[config.mk]
export PLATFORM = sky130hd
export DESIGN_NAME = tcc_sort
export DESIGN_NICKNAME = d
export VERILOG_FILES = /design/src/hdl/tcc_sort.sv
export SDC_FILE = /design/constraint.sdc
export NUM_CORES = 1
export LEC_CHECK = 0
export ABC_CLOCK_PERIOD_IN_PS = 8400
export BUFFER_PORTS_ARGS = -buffer_cell sky130_fd_sc_hd__clkbuf_2
export CORE_UTILIZATION = 53
export CTS_BUF_LIST = sky130_fd_sc_hd__clkbuf_4 sky130_fd_sc_hd__clkbuf_8 sky130_fd_sc_hd__clkbuf_16
export DETAILED_ROUTE_END_ITERATION = 6
export PLACE_DENSITY_LB_ADDON = 0.12
export SLEW_MARGIN = 15
export SYNTH_ARGS = -nofsm -noshare
export SYNTH_HDL_FRONTEND = slang
export SYNTH_SLANG_ARGS = --single-unit
[constraint.sdc]
create_clock -name clk -period 8.4 [get_ports clk]
set_input_delay 0.84 -clock clk [delete_from_list [all_inputs] [get_ports clk]]
set_output_delay 0.84 -clock clk [all_outputs]
set_load 0.01 [all_outputs]
[src/hdl/tcc_sort.sv]
// input register and lexicographic sort of the three points
module tcc_sort #(
  parameter int CW = 16
) (
  input  logic            clk,
  input  logic            rst,
  input  logic            in_valid,
  input  logic [3*CW-1:0] p0,
  input  logic [3*CW-1:0] p1,
  input  logic [3*CW-1:0] p2,
  output logic            out_valid,
  output logic [3*CW-1:0] s0,
  output logic [3*CW-1:0] s1,
  output logic [3*CW-1:0] s2,
  output logic [3*CW-1:0] orig
);

  logic            v0;
  logic [3*CW-1:0] r0, r1, r2;
  logic            c01, c02, c12;
  logic [3*CW-1:0] m0, m1, n0, n2;

  // points packed as {x, y, z}
  function automatic logic lt(input logic [3*CW-1:0] p, input logic [3*CW-1:0] q);
    logic signed [CW-1:0] px, py, pz, qx, qy, qz;
    px = p[3*CW-1:2*CW];
    py = p[2*CW-1:CW];
    pz = p[CW-1:0];
    qx = q[3*CW-1:2*CW];
    qy = q[2*CW-1:CW];
    qz = q[CW-1:0];
    return (px < qx) || (px == qx && py < qy) || (px == qx && py == qy && pz < qz);
  endfunction

  always_comb begin
    c01 = lt(r0, r1);
    m0  = c01 ? r1 : r0;
    m1  = c01 ? r0 : r1;
    c02 = lt(m0, r2);
    n0  = c02 ? r2 : m0;
    n2  = c02 ? m0 : r2;
    c12 = lt(m1, n2);
  end

  always_ff @(posedge clk) begin
    if (rst) begin
      v0        <= 1'b0;
      out_valid <= 1'b0;
    end else begin
      v0        <= in_valid;
      out_valid <= v0;
    end
  end

  always_ff @(posedge clk) begin
    r0   <= p0;
    r1   <= p1;
    r2   <= p2;
    s0   <= n0;
    s1   <= c12 ? n2 : m1;
    s2   <= c12 ? m1 : n2;
    orig <= r0;
  end

endmodule

==> flow_summary.json, run 1 <==
{
  "status": "completed",
  "wl_mm": 35.8,
  "detail-route-antenna-nets": 0,
  "synth_top_family_by_area": "adder cells",
  "worstSetupPathDepth": 34,
  "path_buf_inv": 6,
  "grt_max_degree": 58,
  "reg2reg_from": "r1[13]",
  "slew_headroom_pct": 60.6,
  "dp_hpwl_mm": 27.2,
  "cts.clk_slew.worst_paths_ns": 0.06,
  "cts_tree": "yes",
  "powerDensity_mw_per_mm2": 326,
  "final-hold-violation-count": 0,
  "slowest_stage": "mux2_2",
  "fp.dieW_um": 163,
  "startpoint_type": "register",
  "synthDistinctLibCells": 56,
  "drive_above_1_share_pct": 29.1,
  "vias_per_cell": 5.22,
  "hold_depth": 0,
  "timing.final.crit_share_pct": 97.1,
  "synth_warnings": 0,
  "reg2regPathDepth": 34,
  "slew_viol_final": 0,
  "holdCritStartpoint": "r0[16]",
  "worst_slew_pin_slew_ns": 0.576,
  "netlist_area_mm2": 0.0137,
  "cp_top_family": "compound AO/OA/AOI/OAI gates",
  "fin_nets": 2009,
  "pwr-share-comb_pct": 34.8,
  "syn_nets": 1641,
  "worstSkewPairLatency_ns": 0.52,
  "syn2layout_area_growth_pct": 26.3,
  "cts-buffers-inserted": 34,
  "p_leak_nw": 8.90,
  "dr.pass1.iters": 5,
  "dr_total_vias": 10900,
  "grt_pass1_vias": 10400,
  "gp_congestion": 0.864,
  "synth_seq_cells": 338,
  "placedCellCount": 2008,
  "fin_crit_ns": 8.16,
  "row_count": 58,
  "core_area_mm2": 0.0253,
  "cp_data_arrival_time_ns": 8.57,
  "final_cells": 2077,
  "die_y_um": 163,
  "grt_antenna_before_repair": 1,
  "n_antenna_cell": 0,
  "fin_hold_ws_ns": 0.378,
  "switching_share_pct": 32.7,
  "max_stage_delay_ns": 0.39,
  "min_to": "orig[16]",
  "cts.sinks": 338,
  "setup_slack_ns": 0.241,
  "cp-end-kind": "register",
  "die_area_mm2": 0.0265,
  "first_iter_violations": 721,
  "grtUsageTotal_pct": 26.0,
  "synthCells": 1353,
  "power_frac_clock_pct": 27.8,
  "setup_violations": 0,
  "synth_edf_count": 0,
  "crit_type": "reg2reg",
  "clk_path_buf_depth": 3,
  "synth_compound_area_share_pct": 11.8,
  "async_flop_share_pct": 0,
  "r2r_end": "s2[43]",
  "cts_hold_buf": 0,
  "grt_overflow": 0,
  "reg2reg_slack_ns": 0.24,
  "htree_levels": 2,
  "synth-adder-area-share_pct": 12.9,
  "p_int_mw": 3.80,
  "initial_core_util_pct": 54.3,
  "wl_per_cell_um": 17.3,
  "max_freq_ghz": 0.123,
  "port_buffers": 339,
  "skew_ns": 0.0159,
  "vdd_drop_max_v": 0.000256,
  "cap_viol_max_count": 0,
  "post-place-ws_ns": 0.219,
  "clk_root_buffer_cell": "clkbuf_16",
  "hp-class": "reg2reg",
  "worstPathMaxFanout": 34,
  "drc_errors": 0,
  "critPathRequiredTime_ns": 8.82,
  "synth_mux_area_share_pct": 11.1,
  "seqPwrFrac_pct": 37.4,
  "ys_seq_area_share_pct": 49.3,
  "synth_xor_area_share_pct": 0.0638,
  "grt_pass1_wl_mm": 53.6,
  "power.switching_mw": 1.85,
  "yosys.area_share.simple_pct": 8.91,
  "ys.flop_type": "dfxtp_1",
  "avgSynthCellArea_um2": 10.1,
  "num_io_pins": 340
}
## cells by family after synthesis
group / Yosys count
adder cells (fa/ha/maj): 141
XOR/XNOR: 1
multiplexers: 146
flip-flops: 338
AO/OA/AOI/OAI: 272
AND/OR/NAND/NOR: 255
buffers and inverters: 200
## cell usage after synthesis (2+ instances only)
| cell type | number | area, µm² |
|---|---|---|
| a2111oi_0 | 5 | 43.8 |
| a211oi_1 | 6 | 45.0 |
| a21o_1 | 14 | 105 |
| a21oi_1 | 78 | 390 |
| a221oi_1 | 4 | 35.0 |
| a311oi_1 | 2 | 17.5 |
| a31oi_1 | 2 | 12.5 |
| and2_1 | 2 | 12.5 |
| and3_1 | 5 | 31.3 |
| and4_1 | 3 | 26.3 |
| buf_1 | 4 | 15.0 |
| buf_2 | 15 | 75.1 |
| buf_6 | 7 | 78.8 |
| clkbuf_1 | 24 | 90.1 |
| dfxtp_1 | 338 | 6770 |
| ha_1 | 141 | 1760 |
| inv_1 | 150 | 563 |
| mux2_2 | 46 | 518 |
| mux2i_1 | 100 | 1000 |
| nand2_1 | 74 | 278 |
| nand2b_1 | 6 | 37.5 |
| nand3_1 | 48 | 240 |
| nand4_1 | 25 | 156 |
| nor2_1 | 59 | 221 |
| nor2b_1 | 13 | 81.3 |
| nor3_1 | 5 | 25.0 |
| nor4_1 | 5 | 31.3 |
| o2111a_1 | 2 | 22.5 |
| o211ai_1 | 8 | 60.1 |
| o21a_1 | 9 | 67.6 |
| o21ai_0 | 49 | 245 |
| o21ai_1 | 71 | 355 |
| o21bai_1 | 3 | 22.5 |
| o22ai_1 | 2 | 12.5 |
| o311a_1 | 2 | 20.0 |
| o31ai_1 | 3 | 22.5 |
| or3_1 | 3 | 18.8 |
| or4_1 | 2 | 15.0 |
## final cells by class
type | count | area (µm²)
flip-flops and latches | 338 | 6770
well taps | 330 | 413
multi-input cells | 816 | 6220
fillers | 2040 | 7920
clock inverters | 13 | 151
repair buffers | 381 | 2180
clock buffers | 49 | 1040
inverters | 150 | 563
## power groups by stage
stage	logic (mW)	clock network (mW)	registers [mW]
6_report	1.97	1.57	2.11
5_1_grt	2.14	1.67	2.14
4_1_cts	1.91	1.60	2.12
3_5_place_dp	1.89	0	2.14
3_3_place_gp	1.86	0	2.15
2_1_floorplan	1.01	0	2.28
## worst register-to-register path: cells and delay by family (launching register included)
| family | cells | cell delay (ns) |
|---|---|---|
| DFF | 1 | 0.38 |
| AOI/OAI and AO/OA | 19 | 4.16 |
| buffers and inverters | 6 | 1.07 |
| muxes | 3 | 1.05 |
| and+or+nand+nor | 3 | 0.58 |
| adders and majority gates | 3 | 0.80 |
## worst max-delay path by stage
stage | from | endpoint | slack [ns]
6_report | r1[13] | s2[43] | 0.24
5_1_grt | r1[17] | s2[43] | -0.02
4_1_cts | r1[6] | s2[43] | 0.14
3_5_place_dp | r1[5] | s2[43] | 0.22
3_3_place_gp | r0[47] | s1[39] | 0.25
2_1_floorplan | r1[17] | s1[35] | 1.13
## sequential cells by signal, indices dropped and copies added (netlist names)
register   flops
r0            48
r2            48
r1            48
orig          48
s0            48
s2            48
v0             1
s1            48
out_valid      1
## stage by stage
stage          total power, mW  TNS, ns  instance area (µm²)  utilization [%]
2_1_floorplan             3.29        0                13700                -
3_3_place_gp              4.01        0                16000             63.3
3_5_place_dp              4.04        0                16000             63.3
4_1_cts                   5.62        0                17200             68.1
5_1_grt                   5.95  -0.0261                17300             68.7
6_report                  5.65        0                17300             68.7
## what timing repair did
item,CTS,global route
setup endpoints to repair,0,96
buffers inserted,0,4
gates resized for setup,0,11
## layer usage
metal / GRT usage [%] / vias to the layer above / wire length (µm)
met5: 0 / - / 13
met4: 9.39 / 2 / 994
met3: 4.99 / 72 / 2260
met2: 43.6 / 373 / 16600
met1: 33.3 / 4967 / 16000
li1: - / 5437 / -
## cell usage in the layout, fill, tap and decap left out, types with 8 or more instances in the layout
| cell | count |
|---|---|
| a21o_1 | 14 |
| a21oi_1 | 78 |
| buf_12 | 9 |
| buf_4 | 30 |
| clkbuf_16 | 39 |
| clkbuf_2 | 339 |
| clkbuf_4 | 8 |
| dfxtp_1 | 338 |
| ha_1 | 141 |
| inv_1 | 150 |
| mux2_2 | 46 |
| mux2i_1 | 100 |
| nand2_1 | 73 |
| nand3_1 | 48 |
| nand4_1 | 25 |
| nor2_1 | 59 |
| nor2b_1 | 13 |
| o211ai_1 | 8 |
| o21a_1 | 8 |
| o21ai_0 | 49 |
| o21ai_1 | 69 |
Note: power is estimated with default switching activity, not from simulation.
==> run 2: changes to the inputs <==
--- a/config.mk
+++ b/config.mk
@@ -7,10 +7,9 @@
 export LEC_CHECK = 0
 export ABC_CLOCK_PERIOD_IN_PS = 8400
 export BUFFER_PORTS_ARGS = -buffer_cell sky130_fd_sc_hd__clkbuf_2
-export CORE_UTILIZATION = 53
+export CORE_UTILIZATION = 35
 export CTS_BUF_LIST = sky130_fd_sc_hd__clkbuf_4 sky130_fd_sc_hd__clkbuf_8 sky130_fd_sc_hd__clkbuf_16
 export DETAILED_ROUTE_END_ITERATION = 6
-export PLACE_DENSITY_LB_ADDON = 0.12
 export SLEW_MARGIN = 15
 export SYNTH_ARGS = -nofsm -noshare
 export SYNTH_HDL_FRONTEND = slang
==> run 2 against run 1 <==
  * Sequential power about the same
  * Largest cell class unchanged
  * Non-clock buffer count up 20
  * Critical path type unchanged
  * Hold slack better by 0.011 ns
  * Via count up 1.8%
==> flow_summary.json, run 2 (synthesized netlist as in run 1, its figures left out) <==
{
  "status": "completed",
  "detail-route-antenna-nets": 0,
  "crit_type": "reg2reg",
  "wl_mm": 41.1,
  "drive_above_1_share_pct": 30.8,
  "max_freq_ghz": 0.125,
  "multi_input_comb_area_mm2": 0.00631,
  "num_io_pins": 340,
  "reg2reg_slack_ns": 0.38,
  "first_iter_violations": 484,
  "fp.dieW_um": 200,
  "switching_share_pct": 33.2,
  "final_cell_mix": "339 x clkbuf_2, 338 x dfxtp_1, 150 x inv_1",
  "setup_violations": 0,
  "hp-class": "in2reg",
  "port_buffers": 339,
  "drc_errors": 0,
  "met3_usage_pct": 4.32,
  "grt_pass1_vias": 10600,
  "dp_hpwl_mm": 31.2,
  "skew_ns": 0.0135,
  "slew_viol_final": 0,
  "powerDensity_mw_per_mm2": 329,
  "regArea_mm2": 0.00677,
  "clk_path_buf_depth": 3,
  "worstPathMaxFanout": 25,
  "cts.clk_slew.worst_paths_ns": 0.06,
  "final-hold-violation-count": 0,
  "power.switching_mw": 1.97,
  "fin_hold_ws_ns": 0.389,
  "die_area_mm2": 0.0400,
  "power_frac_clock_pct": 29.3,
  "p_int_mw": 3.95,
  "seqPwrFrac_pct": 36.1,
  "p_leak_nw": 9.09,
  "worst_slew_pin_slew_ns": 0.573,
  "grt_overflow": 0,
  "startpoint_type": "register",
  "max_stage_delay_ns": 0.56,
  "cp_data_arrival_time_ns": 8.48,
  "fin_crit_ns": 8.02,
  "die_y_um": 200,
  "cts-buffers-inserted": 37,
  "final_common_cell": "clkbuf_2",
  "grt_antenna_before_repair": 4,
  "cap_viol_max_count": 0,
  "wl_per_cell_um": 18.0,
  "timing.final.crit_share_pct": 95.5,
  "critPathRequiredTime_ns": 8.86,
  "grt_busiest_layer": "met2",
  "vias_per_cell": 4.82,
  "cts_tree": "yes",
  "dr.pass1.iters": 5,
  "clk_root_buffer_cell": "clkbuf_16",
  "pwr-share-comb_pct": 34.6,
  "slowest_stage": "or4_4",
  "htree_levels": 2,
  "grt_pass1_wl_mm": 59.6,
  "grtUsageMet2_pct": 32.7,
  "worstSkewPairLatency_ns": 0.55,
  "syn2layout_area_growth_pct": 31.1,
  "cts.sinks": 338,
  "fin_nets": 2032,
  "fillCellCount": 3662,
  "core_area_mm2": 0.0386,
  "grt_max_degree": 48,
  "dr_total_vias": 11100,
  "utilization_pct": 46.5,
  "row_count": 72,
  "gp_congestion": 0.880,
  "vdd_drop_max_v": 0.000216,
  "grtUsageTotal_pct": 19.9,
  "cp-end-kind": "register",
  "initial_core_util_pct": 35.5,
  "cts_hold_buf": 0,
  "use_met1_pct": 25.3,
  "slew_headroom_pct": 61.4
}
## run 2: cell count changes in the layout (fill, tap and decap cells not counted), moves of 3 or more
| cell | before | now |
|---|---|---|
| a2111oi_1 | 1 | 4 |
| a2111oi_0 | 4 | 0 |
| buf_4 | 30 | 46 |
| o21ai_0 | 49 | 46 |
## run 2: timing repair
item                                    CTS  global route
buffers inserted                          5             9
hold endpoints to repair                  0             0
gates cloned                              3             2
resized for setup                        11            25
pin swaps                                 5             7
endpoints found under the setup margin   96            96
## run 2: cell type report
type / count / area share, %
Antenna cell: 1 / 0.0139
Clock buffer: 49 / 5.95
Clock inverter: 18 / 1.37
Inverter: 150 / 3.13
Multi-Input combinational cell: 816 / 35.1
Sequential cell: 338 / 37.6
Tap cell: 518 / 3.60
Timing Repair Buffer: 401 / 13.2
## run 2: worst paths after layout
check,to,depth (start not counted),from
worst min register to register,orig[6],0,r0[6]
worst min-delay path,r2[24],1,p2[24]
worst max-delay path,s2[3],34,r1[17]
worst max register to register,s2[3],34,r1[17]
## run 2: power by group through the flow
stage / Sequential (mW) / Clock, mW / Combinational [mW]
after global placement: 2.17 / 0 / 1.88
after detailed placement: 2.17 / 0 / 1.89
after global routing: 2.16 / 1.84 / 2.24
after CTS: 2.14 / 1.78 / 2.00
final: 2.13 / 1.73 / 2.05
after floorplan: 2.28 / 0 / 1.01
## run 2: stage by stage
step / instances / setup slack, ns / total power [mW] / instance area, µm² / TNS, ns
final: 2291 / 0.378 / 5.91 / 18000 / 0
after global routing: 2291 / -0.0301 / 6.24 / 18000 / -0.341
after CTS: 2279 / 0.00570 / 5.92 / 17800 / 0
after detailed placement: 2204 / -0.723 / 4.06 / 16300 / -63.91
after global placement: 2204 / -0.828 / 4.05 / 16300 / -70.26
after floorplan: 1353 / 1.13 / 3.29 / 13700 / 0
## run 2: worst max-delay path, delay by kind of cell, from the launching register on
kind / cells / cell delay (ns)
multiplexers: 3 / 0.92
adder cells (fa/ha/maj): 3 / 0.87
flip-flops: 1 / 0.37
buffers and inverters: 7 / 1.13
AO/OA/AOI/OAI: 15 / 3.07
AND/OR/NAND/NOR: 6 / 1.54
## run 2: per-layer routing
layer / up-vias / part of all wire (%) / wire [µm]
met1: 5156 / 45 / 18500
li1: 5489 / - / -
met5: - / 0.095 / 39
met3: 64 / 6.0 / 2480
met2: 336 / 46 / 19100
met4: 6 / 2.4 / 971
